## config.mk

```make
export PLATFORM = sky130hd
export DESIGN_NAME = rc_frame_packet_sequencer_unit
export DESIGN_NICKNAME = d
export VERILOG_FILES = /design/src/rtl/rcfps_pkg.sv /design/src/rtl/rcfps_front.sv /design/src/rtl/rcfps_queue.sv /design/src/rtl/rcfps_back.sv /design/src/rtl/rc_frame_packet_sequencer_unit.sv
export SDC_FILE = /design/constraint.sdc
export NUM_CORES = 2
export LEC_CHECK = 0
export BUFFER_PORTS_ARGS = -buffer_cell sky130_fd_sc_hd__buf_2
export CORE_AREA = 2 2 560 562
export DETAILED_ROUTE_END_ITERATION = 12
export DIE_AREA = 0 0 562 564
export REMOVE_ABC_BUFFERS = 1
export SYNTH_ARGS = -nofsm -noshare
export SYNTH_HDL_FRONTEND = slang
export SYNTH_SLANG_ARGS = --single-unit
```

## constraint.sdc

```tcl
create_clock -name clk_i -period 48.6 [get_ports clk_i]
set_clock_uncertainty 0.2 [all_clocks]
set_input_delay 9.72 -clock clk_i [delete_from_list [all_inputs] [get_ports clk_i]]
set_output_delay 9.72 -clock clk_i [all_outputs]
set_load 0.005 [all_outputs]
```

## src/rtl/rcfps_pkg.sv

```systemverilog
// rcfps_pkg: shared types and constants for the rc frame packet sequencer
// used by rcfps_front, rcfps_queue, rcfps_back and the top level
// no dependencies
package rcfps_pkg;

  // item kind carried on the input tuser bit
  typedef enum logic {
    KIND_FRAME = 1'b0,
    KIND_DONE  = 1'b1
  } item_kind_e;

  // configuration register indexes
  typedef enum logic [2:0] {
    REG_TX_ADDRESS = 3'd0,
    REG_HOP_A      = 3'd1,
    REG_HOP_B      = 3'd2,
    REG_HOP_C      = 3'd3
  } cfg_reg_e;

  localparam int unsigned STICK_W    = 18;
  localparam int unsigned WORD_W     = 16;
  localparam int unsigned CFG_IDX_W  = 3;
  localparam int unsigned CFG_DATA_W = 56;
  localparam int unsigned IN_TDATA_W = 56;
  localparam int unsigned OUT_TDATA_W = 96;

  // queue between front and back
  localparam int unsigned QUEUE_DEPTH = 4;
  localparam int unsigned QUEUE_IDX_W = 2;
  localparam int unsigned QUEUE_CNT_W = 3;

  // classified item handed from front to back
  typedef struct packed {
    item_kind_e                  kind;
    logic [2:0][WORD_W-1:0]      words;
  } entry_t;

  // configuration write bundle
  typedef struct packed {
    logic                  we;
    logic [CFG_IDX_W-1:0]  idx;
    logic [CFG_DATA_W-1:0] wdata;
  } cfg_wr_t;

  // register reset values
  localparam logic [39:0] TX_ADDRESS_RST = 40'd372695620291;
  localparam logic [55:0] HOP_A_RST      = 56'd15258147055874352;
  localparam logic [55:0] HOP_B_RST      = 56'd17236198656915511;
  localparam logic [47:0] HOP_C_RST      = 48'd73951841632062;

  // stick conversion: ch*500000/32767 = 15*ch + ch*8495/32767
  localparam logic [3:0]  INT_MULT     = 4'd15;
  localparam logic [13:0] FRAC_MULT    = 14'd8495;
  localparam logic [31:0] STICK_DIV    = 32'd32767;
  localparam logic [22:0] PULSE_CENTER = 23'd1500000;
  // pulse/750 as (pulse * RECIP_750) >> 32, exact for pulse below 2^22
  localparam logic [22:0] RECIP_750    = 23'd5726624;

  // failsafe words for 1200, 1500 and 2000 us
  localparam logic [15:0] FS_WORD_ONE   = 16'hf9bf;
  localparam logic [15:0] FS_WORD_TWO   = 16'hf82f;
  localparam logic [15:0] FS_WORD_THREE = 16'hf595;

  // packet marker bytes
  localparam logic [7:0] MARK_STICK    = 8'h55;
  localparam logic [7:0] MARK_FS       = 8'haa;
  localparam logic [7:0] MARK_FS_TAIL  = 8'h5a;
  localparam logic [7:0] BIND_HDR_ZERO = 8'hff;
  localparam logic [7:0] BIND_HDR_ONE  = 8'haa;
  localparam logic [7:0] BIND_HDR_TWO  = 8'h55;
  localparam logic [6:0] BIND_RF       = 7'd81;

  // output tdata bit positions
  localparam int unsigned OUT_LOWP_BIT = 7;
  localparam int unsigned OUT_BIND_BIT = 8;

endpackage

```

## src/rtl/rcfps_front.sv

```systemverilog
// rcfps_front: accepts input items and turns stick channels into stick words
// six-stage pipeline, stalls as a whole when the queue is full and the last stage holds an item
// depends on rcfps_pkg
module rcfps_front (
  input  logic                                       clk_i,
  input  logic                                       rst_ni,
  input  logic                                       in_valid_i,
  output logic                                       in_ready_o,
  input  logic                                       in_kind_i,
  input  logic [2:0][rcfps_pkg::STICK_W-1:0]         in_stick_i,
  output logic                                       push_o,
  output rcfps_pkg::entry_t                          push_data_o,
  input  logic                                       full_i
);
  import rcfps_pkg::*;

  logic        adv;
  logic [6:1]  vld_q;
  logic [6:1]  kind_q, kind_d;

  logic [4:1][2:0]         neg_q, neg_d;
  logic [4:1][2:0][17:0]   mag_q, mag_d;
  logic [3:2][2:0][30:0]   r_q, r_d;
  logic [2:0][16:0]        qe3_q, qe3_d;
  logic [2:0][15:0]        q4_q, q4_d;
  logic [2:0][21:0]        pulse5_q, pulse5_d;
  logic [2:0][44:0]        prod6_q, prod6_d;

  logic [31:0] r_full;
  logic [31:0] qe_sum;
  logic [31:0] rem;
  logic [21:0] m15;
  logic [21:0] q1;
  logic [22:0] up, dn;

  // stall everything only when the last stage cannot hand off
  assign adv        = !(vld_q[6] && full_i);
  assign in_ready_o = adv;
  assign push_o     = vld_q[6] && !full_i;

  always_comb begin
    kind_d = {kind_q[5:1], in_kind_i};
    neg_d  = {neg_q[3:1], 3'b000};
    mag_d  = {mag_q[3:1], 54'd0};
    r_d    = {r_q[2], 93'd0};
    for (int l = 0; l < 3; l++) begin
      // stage 1: sign and magnitude
      neg_d[1][l] = in_stick_i[l][17];
      mag_d[1][l] = in_stick_i[l][17] ? (~in_stick_i[l] + 18'd1) : in_stick_i[l];
      // stage 2: fractional product
      r_full      = {14'd0, mag_q[1][l]} * {18'd0, FRAC_MULT};
      r_d[2][l]   = r_full[30:0];
      // stage 3: quotient estimate by 2^15-1, at most one short
      qe_sum      = {1'b0, r_q[2][l]} + {16'd0, r_q[2][l][30:15]};
      qe3_d[l]    = qe_sum[31:15];
      // stage 4: one correction step
      rem         = {1'b0, r_q[3][l]} - {qe3_q[l], 15'd0} + {15'd0, qe3_q[l]};
      q4_d[l]     = 16'(qe3_q[l] + {16'd0, (rem >= STICK_DIV)});
      // stage 5: pulse, negatives clamp to zero (upper clamp out of reach)
      m15         = {mag_q[4][l], 4'd0} - {4'd0, mag_q[4][l]};
      q1          = m15 + {6'd0, q4_q[l]};
      up          = PULSE_CENTER + {1'b0, q1};
      dn          = PULSE_CENTER - {1'b0, q1};
      if (neg_q[4][l]) begin
        pulse5_d[l] = dn[22] ? 22'd0 : dn[21:0];
      end else begin
        pulse5_d[l] = up[21:0];
      end
      // stage 6: reciprocal multiply for /750
      prod6_d[l]  = {23'd0, pulse5_q[l]} * {22'd0, RECIP_750};
    end
  end

  always_comb begin
    push_data_o.kind = item_kind_e'(kind_q[6]);
    for (int l = 0; l < 3; l++) begin
      push_data_o.words[l] = 16'hffff - {3'd0, prod6_q[l][44:32]};
    end
  end

  always_ff @(posedge clk_i or negedge rst_ni) begin
    if (!rst_ni) begin
      vld_q <= '0;
    end else if (adv) begin
      vld_q <= {vld_q[5:1], in_valid_i};
    end
  end

  always_ff @(posedge clk_i) begin
    if (adv) begin
      kind_q   <= kind_d;
      neg_q    <= neg_d;
      mag_q    <= mag_d;
      r_q      <= r_d;
      qe3_q    <= qe3_d;
      q4_q     <= q4_d;
      pulse5_q <= pulse5_d;
      prod6_q  <= prod6_d;
    end
  end

endmodule

```

## src/rtl/rcfps_queue.sv

```systemverilog
// rcfps_queue: short register queue between front and back
// depends on rcfps_pkg
module rcfps_queue (
  input  logic              clk_i,
  input  logic              rst_ni,
  input  logic              push_i,
  input  rcfps_pkg::entry_t push_data_i,
  output logic              full_o,
  input  logic              pop_i,
  output logic              head_valid_o,
  output rcfps_pkg::entry_t head_o
);
  import rcfps_pkg::*;

  entry_t                 slot_q [QUEUE_DEPTH];
  logic [QUEUE_IDX_W-1:0] wptr_q, rptr_q;
  logic [QUEUE_CNT_W-1:0] count_q;

  assign full_o       = (count_q == QUEUE_CNT_W'(QUEUE_DEPTH));
  assign head_valid_o = (count_q != '0);
  assign head_o       = slot_q[rptr_q];

  always_ff @(posedge clk_i or negedge rst_ni) begin
    if (!rst_ni) begin
      wptr_q  <= '0;
      rptr_q  <= '0;
      count_q <= '0;
    end else begin
      if (push_i) begin
        wptr_q <= wptr_q + 1'b1;
      end
      if (pop_i) begin
        rptr_q <= rptr_q + 1'b1;
      end
      if (push_i && !pop_i) begin
        count_q <= count_q + 1'b1;
      end else if (pop_i && !push_i) begin
        count_q <= count_q - 1'b1;
      end
    end
  end

  always_ff @(posedge clk_i) begin
    if (push_i) begin
      slot_q[wptr_q] <= push_data_i;
    end
  end

  a_count_bound: assert property (@(posedge clk_i) disable iff (!rst_ni)
    count_q <= QUEUE_CNT_W'(QUEUE_DEPTH))
    else $error("queue count beyond depth");

  a_no_pop_empty: assert property (@(posedge clk_i) disable iff (!rst_ni)
    pop_i |-> count_q != '0)
    else $error("pop from empty queue");

endmodule

```

## src/rtl/rcfps_back.sv

```systemverilog
// rcfps_back: frame sequencer, configuration registers and output register
// builds stick, failsafe and bind packets; depends on rcfps_pkg
module rcfps_back #(
  parameter int unsigned FAILSAFE_PERIOD = 17,
  parameter int unsigned HOP_COUNT       = 20
) (
  input  logic                                clk_i,
  input  logic                                rst_ni,
  input  rcfps_pkg::cfg_wr_t                  cfg_i,
  input  logic                                head_valid_i,
  input  rcfps_pkg::entry_t                   head_i,
  output logic                                pop_o,
  output logic                                out_valid_o,
  input  logic                                out_ready_i,
  output logic [rcfps_pkg::OUT_TDATA_W-1:0]   out_data_o
);
  import rcfps_pkg::*;

  localparam logic [4:0] HopLast = 5'(HOP_COUNT - 1);
  localparam logic [4:0] FsLast  = 5'(FAILSAFE_PERIOD - 1);

  typedef enum logic [1:0] {
    PH_STICK   = 2'd0,
    PH_BIND    = 2'd1,
    PH_PROGBOX = 2'd2,
    PH_DONE    = 2'd3
  } phase_e;

  phase_e                  phase_q, phase_d, eff_phase;
  logic [1:0]              slot_q, slot_d;
  logic [4:0]              hop_q, hop_d;
  logic [4:0]              fs_q, fs_d;
  logic [2:0][WORD_W-1:0]  words_q, words_d, sw;
  logic                    out_valid_q, out_valid_d;
  logic [OUT_TDATA_W-1:0]  out_data_q, out_data_d;

  logic [39:0]  tx_address_q;
  logic [55:0]  hop_a_q, hop_b_q;
  logic [47:0]  hop_c_q;
  logic [159:0] hop_all;
  logic [7:0]   hop_byte;
  logic [15:0]  addr_sum;
  logic         out_free;
  logic         emit;
  logic [6:0]   rf;
  logic         lowp, bindad;
  logic [63:0]  pl_low;
  logic [15:0]  pl_high;

  assign hop_all  = {hop_c_q, hop_b_q, hop_a_q};
  assign hop_byte = hop_all[{hop_q, 3'b000} +: 8];
  assign addr_sum = {8'd0, tx_address_q[7:0]} + {8'd0, tx_address_q[15:8]}
                  + {8'd0, tx_address_q[23:16]} + {8'd0, tx_address_q[31:24]}
                  + {8'd0, tx_address_q[39:32]};

  assign out_free = !out_valid_q || out_ready_i;
  assign pop_o    = head_valid_i && out_free;

  always_comb begin
    phase_d   = phase_q;
    slot_d    = slot_q;
    hop_d     = hop_q;
    fs_d      = fs_q;
    words_d   = words_q;
    emit      = 1'b0;
    rf        = '0;
    lowp      = 1'b0;
    bindad    = 1'b0;
    pl_low    = '0;
    pl_high   = '0;
    eff_phase = (head_i.kind == KIND_FRAME) ? PH_STICK : phase_q;
    sw        = (head_i.kind == KIND_FRAME) ? head_i.words : words_q;
    if (pop_o) begin
      if (head_i.kind == KIND_FRAME) begin
        words_d = head_i.words;
      end
      case (eff_phase)
        PH_STICK: begin
          emit    = 1'b1;
          rf      = hop_byte[6:0];
          if (fs_q == '0) begin
            pl_low  = {MARK_FS, 8'h00, FS_WORD_THREE, FS_WORD_TWO, FS_WORD_ONE};
            pl_high = {8'h00, MARK_FS_TAIL};
          end else begin
            pl_low  = {MARK_STICK, 8'h00, sw[2], sw[1], sw[0]};
          end
          phase_d = PH_BIND;
        end
        PH_BIND: begin
          emit   = 1'b1;
          rf     = BIND_RF;
          lowp   = 1'b1;
          bindad = 1'b1;
          case (slot_q)
            2'd0: pl_low = {tx_address_q, BIND_HDR_TWO, BIND_HDR_ONE, BIND_HDR_ZERO};
            2'd1: begin
              pl_low  = {hop_a_q[39:0], 8'd0, addr_sum};
              pl_high = hop_a_q[55:40];
            end
            2'd2: begin
              pl_low  = {hop_b_q[39:0], 8'd1, addr_sum};
              pl_high = hop_b_q[55:40];
            end
            default: begin
              pl_low  = {hop_c_q[39:0], 8'd2, addr_sum};
              pl_high = {8'd0, hop_c_q[47:40]};
            end
          endcase
          slot_d  = slot_q + 2'd1;
          phase_d = PH_PROGBOX;
        end
        PH_PROGBOX: begin
          // silent step, moves to the next hop and failsafe count
          hop_d   = (hop_q == HopLast) ? 5'd0 : hop_q + 5'd1;
          fs_d    = (fs_q == FsLast) ? 5'd0 : fs_q + 5'd1;
          phase_d = PH_DONE;
        end
        default: begin
        end
      endcase
    end
    out_valid_d = out_free ? emit : out_valid_q;
    out_data_d  = emit ? {7'd0, pl_high, pl_low, bindad, lowp, rf} : out_data_q;
  end

  always_ff @(posedge clk_i or negedge rst_ni) begin
    if (!rst_ni) begin
      phase_q     <= PH_DONE;
      slot_q      <= '0;
      hop_q       <= '0;
      fs_q        <= '0;
      words_q     <= '0;
      out_valid_q <= 1'b0;
      out_data_q  <= '0;
    end else begin
      phase_q     <= phase_d;
      slot_q      <= slot_d;
      hop_q       <= hop_d;
      fs_q        <= fs_d;
      words_q     <= words_d;
      out_valid_q <= out_valid_d;
      out_data_q  <= out_data_d;
    end
  end

  always_ff @(posedge clk_i or negedge rst_ni) begin
    if (!rst_ni) begin
      tx_address_q <= TX_ADDRESS_RST;
      hop_a_q      <= HOP_A_RST;
      hop_b_q      <= HOP_B_RST;
      hop_c_q      <= HOP_C_RST;
    end else if (cfg_i.we) begin
      case (cfg_i.idx)
        REG_TX_ADDRESS: tx_address_q <= cfg_i.wdata[39:0];
        REG_HOP_A:      hop_a_q      <= cfg_i.wdata;
        REG_HOP_B:      hop_b_q      <= cfg_i.wdata;
        REG_HOP_C:      hop_c_q      <= cfg_i.wdata[47:0];
        default: begin
        end
      endcase
    end
  end

  assign out_valid_o = out_valid_q;
  assign out_data_o  = out_data_q;

  a_hop_range: assert property (@(posedge clk_i) disable iff (!rst_ni)
    hop_q <= HopLast)
    else $error("hop position out of range");

  a_fs_range: assert property (@(posedge clk_i) disable iff (!rst_ni)
    fs_q <= FsLast)
    else $error("failsafe count out of range");

  a_bind_sent: assert property (@(posedge clk_i) disable iff (!rst_ni)
    (pop_o && head_i.kind == KIND_DONE && phase_q == PH_BIND)
      |=> out_valid_q && out_data_q[OUT_BIND_BIT] && out_data_q[OUT_LOWP_BIT])
    else $error("bind step gave no bind packet");

endmodule

```

## src/rtl/rc_frame_packet_sequencer_unit.sv

```systemverilog
// rc_frame_packet_sequencer_unit: top level of the rc frame packet sequencer
// instantiates rcfps_front, rcfps_queue and rcfps_back; depends on rcfps_pkg

// Transmit frame sequencer for an rc radio link. A frame tick (tuser 0) brings
// three signed stick channels; each becomes a servo pulse in ns and then a
// 16-bit stick word, and the stick packet (or, whenever the failsafe counter
// is zero, the failsafe packet) goes out at once on the current hop channel.
// Transmit-done items (tuser 1) then send one bind packet on channel 81 at low
// power with the bind address flag set, rotating over four bind packets
// (address, then the twenty hop bytes with the address byte sum), and then a
// silent step that advances the hop position modulo HOP_COUNT and the failsafe
// counter modulo FAILSAFE_PERIOD. Further transmit-done items give nothing
// until the next frame tick. The block takes one item per clock while tready
// is high: the front is a six-stage pipeline (sign split, constant multiply,
// estimate and one correction for the divide by 32767, pulse add, reciprocal
// multiply for the divide by 750), then a four-entry queue, then the sequencer,
// which takes one queue entry per cycle, while the output is free or being
// read, into a registered output. The queue and output register let input
// and output stall independently; tready drops only when the queue is full
// and the pipeline head holds an item. Configuration writes take effect on
// the next clock and are meant for idle periods.
module rc_frame_packet_sequencer_unit #(
  parameter int unsigned FAILSAFE_PERIOD = 17,
  parameter int unsigned HOP_COUNT       = 20
) (
  input  logic                                  clk_i,
  input  logic                                  rst_ni,
  // input stream
  input  logic                                  s_axis_tvalid,
  output logic                                  s_axis_tready,
  // stick_one [17:0], stick_two [35:18], stick_three [53:36], zero pad
  input  logic [rcfps_pkg::IN_TDATA_W-1:0]      s_axis_tdata,
  // kind [0]: 0 frame tick, 1 transmit done
  input  logic                                  s_axis_tuser,
  // output stream
  output logic                                  m_axis_tvalid,
  input  logic                                  m_axis_tready,
  // rf_channel [6:0], low_power [7], bind_address_used [8],
  // payload_low [72:9], payload_high [88:73], zero pad
  output logic [rcfps_pkg::OUT_TDATA_W-1:0]     m_axis_tdata,
  // configuration write port
  input  logic                                  cfg_we_i,
  input  logic [rcfps_pkg::CFG_IDX_W-1:0]       cfg_idx_i,
  input  logic [rcfps_pkg::CFG_DATA_W-1:0]      cfg_wdata_i
);
  import rcfps_pkg::*;

  logic [2:0][STICK_W-1:0] sticks;
  logic                    push;
  entry_t                  push_data;
  logic                    full;
  logic                    pop;
  logic                    head_valid;
  entry_t                  head;
  cfg_wr_t                 cfg;

  // unpack the three stick fields from tdata
  assign sticks[0] = s_axis_tdata[17:0];
  assign sticks[1] = s_axis_tdata[35:18];
  assign sticks[2] = s_axis_tdata[53:36];

  assign cfg.we    = cfg_we_i;
  assign cfg.idx   = cfg_idx_i;
  assign cfg.wdata = cfg_wdata_i;

  // conversion pipeline
  rcfps_front u_front (
    .clk_i       (clk_i),
    .rst_ni      (rst_ni),
    .in_valid_i  (s_axis_tvalid),
    .in_ready_o  (s_axis_tready),
    .in_kind_i   (s_axis_tuser),
    .in_stick_i  (sticks),
    .push_o      (push),
    .push_data_o (push_data),
    .full_i      (full)
  );

  // decoupling queue
  rcfps_queue u_queue (
    .clk_i        (clk_i),
    .rst_ni       (rst_ni),
    .push_i       (push),
    .push_data_i  (push_data),
    .full_o       (full),
    .pop_i        (pop),
    .head_valid_o (head_valid),
    .head_o       (head)
  );

  // packet sequencer and output register
  rcfps_back #(
    .FAILSAFE_PERIOD (FAILSAFE_PERIOD),
    .HOP_COUNT       (HOP_COUNT)
  ) u_back (
    .clk_i        (clk_i),
    .rst_ni       (rst_ni),
    .cfg_i        (cfg),
    .head_valid_i (head_valid),
    .head_i       (head),
    .pop_o        (pop),
    .out_valid_o  (m_axis_tvalid),
    .out_ready_i  (m_axis_tready),
    .out_data_o   (m_axis_tdata)
  );

endmodule
```

# Word level (Yosys, flattened, before mapping)
# Memory sizes are Yosys's and may differ from the RTL's.
# Index checks and enable logic that the tools add are counted.
# totals
reg_bits	1070
latchBits	0
ramBits	196
mem_bits_ro	0
input_bits	121
output_inout_bits	98
elab_cells	178
memories	1
# mem_list
memory	words	word_bits	read_ports	rd_ports_with_merged_regs	write_ports	line_no	rtl
u_queue.slot_q	4	49	1	0	1	rcfps_queue.sv:15	entry_t slot_q [QUEUE_DEPTH];
# classes
addsub	41
multipliers	6
div_mod_pow	0
magnitude_cmp	3
eq_ne	10
shift	1
muxes	32
n_bitwise	3
n_reduce_logical	26
# op_table
op	count
$pmux W64 S3	1
$shiftx A160 B9 Y7	1
$mux W22	6
$mux W64	2
$pmux W64 S2	1
$mul A22 B18 Y40 const B	3
$add A31 B16 Y32	3
$add A32 B17 Y32	3
$ge A32 B15 Y1 const B	3
$sub A31 B32 Y32	3
$mul A18 B14 Y31 const B	3
$sub A21 B22 Y23 const A	3
$add A21 B22 Y22 const A	3
$add A22 B16 Y22	3
$sub A22 B18 Y22	3
$add A18 B1 Y18 const B	3
$not A18 Y18	3
$mux W17	3
$add A16 B1 Y16	3
$add A16 B8 Y16	3
$mux W48	1
$pmux W16 S3	1
$sub A1 B14 Y15 const A	3
$pmux W16 S2	1
29 further kinds	60

# Longest topological paths before layout
# depth
ltp_word	7
depth_mapped	22
ltp_nobuf	22

# Cells and area by module
# From an unflattened synthesis, not the netlist that was laid out.
# hier_totals
cells_unflattened	8469
area_unflattened_um2	94828.4
# modules_own_cells
mod	n_inst	cells_each	area_each_um2	seq_area_each_um2
rcfps_front	1	6666	69515.4	18707.9
rcfps_back	1	1512	17788.3	8902.3
rcfps_queue	1	291	7524.7	6060.8

# Worst setup path after synthesis
# Ideal clock, no wire load.
# synth_path
path_type	flip-flop to output port
startpoint	reg u_queue.count_q[0]
endpoint	out s_axis_tready
t_arrival_ns	12.689
required_time_ns	38.680
slack_ns	25.991
stages_incl_launch_ff	5
n_path_buf	1
path_cell_list	dfrtp_1 nor2_1 and3_1 clkbuf_1 inv_1
# synth_via
elab_chain_len	3
# synth_lines
element	line_no	rtl
start, declared	rcfps_queue.sv:17	logic [QUEUE_CNT_W-1:0] count_q;
start signal, assigned	rcfps_queue.sv:36	count_q <= count_q + 1'b1;
start signal, assigned	rcfps_queue.sv:38	count_q <= count_q - 1'b1;
$eq A3 B3 Y1	rcfps_queue.sv:19	assign full_o = (count_q == QUEUE_CNT_W'(QUEUE_DEPTH));
$logic_and A1 B1 Y1	rcfps_front.sv:37	assign adv = !(vld_q[6] && full_i);
$logic_not A1 Y1	rcfps_front.sv:37	
end, declared	rc_frame_packet_sequencer_unit.sv:30	output logic s_axis_tready,
# Every way passes these cells.

# Worst setup path after layout
# Ends and elaborated chain as after synthesis.

==> metrics.md <==
| Metric | Value |
|---|---|
| Status | `finished, final reports clean` |
| DP HPWL | `between 150000 and 200000 um` |
| Count leader, synth | `inv_1` |
| First-pass GRT wire length | `323000 um` |
| Max Buffers Root-to-Sink | `3` |
| Setup TNS | `0 ns` |
| Initial antenna violation count | `13` |
| CP startpoint kind | `flip-flop` |
| DRT Pass-1 Iters | `7` |
| Number of global-route vias before repair | `58300` |
| DP Cell Count | `about 13000` |
| Largest net degree at the start of global routing | `between 200 and 250` |
| Via density per instance | `approximately 4.6` |
| Final Hold Fails | `0` |
| Final min period | `12.23 ns` |
| Setup crit end kind | `primary output` |
| Seq cells post-synth | `between 1000 and 1500` |
| Synth Instances | `8394` |
| Worst-margin pin slew | `1.15 ns` |
| Ys flop type | `edfxtp_1` |
| Met1 Resource Use GR | `18.3%` |
| Synth warnings | `0` |
| Clock slew at reported path FFs | `roughly 0.060 ns` |
| Seq/Total Area, Yosys | `35.1%` |
| Placer Congestion | `0.859` |
| Drt wl/cell | `approximately 16 um` |
| Crit path kind | `flip-flop to primary output` |
| Avg Inst Size Synth | `around 11 um2` |
| Area grow syn2layout | `10.7%` |
| Share of cells above drive strength 1 | `about 11%` |
| Total wire length | `between 200000 and 250000 um` |
| Final worst-path cycle share | `between 20 and 30%` |
| Max-Cap Viols | `0` |
| Top cells by area, synth | `edfxtp_1 (25%), ha_1 (17%), fa_1 (15%)` |
| CTS Hold Bufs | `0` |
| Arr. time, crit path | `between 2 and 2.5 ns` |
| Rel. slew slack | `between 20% and 30%` |
| Global router's overall resource usage | `12.6%` |
| RSZ-0062 raised after global routing | `no` |
| CTS H-tree lvls | `3` |
| Final setup violation count | `0` |
| Placeable Area | `between 300000 and 400000 um2` |
| Final worst setup slack | `~36 ns` |
| Top cells by count, synth | `inv_1 (1798), ha_1 (1235), edfxtp_1 (778)` |
| Area of the die | `around 320000 um2` |
| Post-CTS Resized | `0` |
| Met3 GRT Util | `between 2 and 2.5%` |
| Clock Root Buffer | `clkbuf_16` |
| FP Rows | `between 200 and 250` |
| Via count | `~59000` |
| Post-route insts no fill | `between 10000 and 15000` |
| Post-synth cell types | `~110` |
| Busiest grt layer | `met2` |
| Post-CTS Setup Inserts | `0` |
| Die height | `around 560 um` |
| Clock buffer count from CTS | `117` |
| CTS tree | `done` |
| Slew Limit Fails | `0` |
| DRC Markers | `0` |
| Class of the worst hold path | `flip-flop to flip-flop` |
| Starting Density | `between 20 and 30%` |
| Clk_lat worst skew | `about 0.76 ns` |
| Mapped Area | `about 93000 um2` |
| Pre-CTS setup slack | `between 30 and 40 ns` |
| Nets | `between 10000 and 15000` |
| # clock sinks | `1142` |
| Critical Path RT | `approximately 39 ns` |
| Synth top area share | `approximately 25%` |
| Chip width | `~560 um` |
| I/O pin total | `~220` |
| PortBufs | `~210` |
| Post-synth top area cell | `edfxtp_1` |
| GR Util met2 | `19.8%` |
| Critical path peak fanout | `65` |
| Antenna Nets Post-Route | `0` |
| EDFF count, synth | `between 700 and 800` |
| Ys async rst share | `a little under a third` |
| Fmax | `0.0818 GHz` |
| Gr ovfl total | `0` |
| DR iter-0 viols | `between 3000 and 4000` |
## final timing paths
check | start | end | slack, ns | cells past startpoint
worst max-delay path | u_queue.count_q[0]$_DFFE_PN0P_ | s_axis_tready | 36.37 | 4
worst min-delay path | u_front.mag_d[196]$_DFFE_PN_ | u_front.mag_q[196]$_DFFE_PN_ | 0.21 | 0
worst max register to register | u_front.pulse5_q[55]$_DFFE_PN_ | u_front.prod6_q[128]$_DFFE_PN_ | 41.13 | 22
worst min register to register | u_front.mag_d[196]$_DFFE_PN_ | u_front.mag_q[196]$_DFFE_PN_ | 0.21 | 0
max in group asynchronous | rst_ni | u_queue.rptr_q[1]$_DFFE_PN0P_ | 37.65 | 2
min in group asynchronous | rst_ni | u_back.out_data_o[71]$_DFFE_PN0P_ | 8.88 | 1
## sequential cells by signal, summed over array words and instances, names as in the netlist, 40 cells and up
| register | flops |
|---|---|
| u_back.tx_address_q | 40 |
| u_front.pulse5_q | 66 |
| u_back.hop_b_q | 56 |
| u_front.qe3_q | 51 |
| u_front.r_d | 93 |
| u_back.words_q | 48 |
| u_front.r_q | 93 |
| u_back.out_data_o | 88 |
| u_queue.slot_q | 160 |
| u_front.mag_q | 54 |
| u_back.hop_a_q | 56 |
| u_front.mag_d | 156 |
| u_front.q4_q | 48 |
| u_back.hop_c_q | 48 |
## metal layers
layer / part of all wire (%) / vias to the layer above
met1: 49 / 28400
met4: 1.6 / 14
li1: - / 29000
met2: 44 / 1020
met3: 4.9 / 193
met5: 0.043 / -
## stage by stage
step                      hold WS (ns)  util, %  area [um2]
after floorplan                  0.200        -       92200
after global placement           0.201     31.8       98900
after detailed placement         0.205     31.8       98900
after CTS                        0.212     33.1      103000
after global routing             0.217     33.1      103000
final                            0.211     33.1      103000
## cells by family after synthesis
| family | share of synthesized area (%) |
|---|---|
| AND/OR/NAND/NOR | 6.42 |
| XOR/XNOR | 3.83 |
| multiplexers | 5.44 |
| adder cells (fa/ha/maj) | 31.6 |
| buffers and inverters | 8.07 |
| flip-flops | 35.1 |
| other | 0.00403 |
| AO/OA/AOI/OAI | 9.58 |
## worst max-delay path, stage by stage, from the launching register on
cell     delay, ns
dfrtp_1       0.44
nor2_1        0.14
and3_1        0.43
inv_8         0.22
buf_2         0.24
## area by class of cell
class	instances	area, um2
Sequential cell	1142	32600
Timing Repair Buffer	247	1370
Tap cell	4140	5180
Clock buffer	152	3180
Fill cell	31300	208000
Multi-Input combinational cell	5279	53000
Clock inverter	70	830
Antenna cell	4	10.0
Inverter	1800	6760
## cells in the final DEF, fill, tap and decap left out, drive strengths merged, types with 40 or more instances in the layout
cell    Yosys  final
dfrtp     269    269
a211oi     44     44
xor2      107    107
a31oi      49     49
inv      1799   1811
mux2      247    247
mux2i      43     43
a22oi      46     46
nor2b      44     44
clkbuf    131    152
ha       1235   1235
nand3     120    120
nor3       86     86
nand4      44     44
nand2     365    365
a21oi     310    310
fa        696    696
xnor2     297    297
buf        48    247
o21a       64     64
edfxtp    778    778
dfstp      95     95
a21o      131    131
nor2      284    284
mux4       82     82
nand2b     48     48
o21ai     344    344
a222oi     40     40
clkinv      1     42
Power is not shown: default switching activity piles up to over one toggle a cycle in this logic, so the estimate is an artifact.
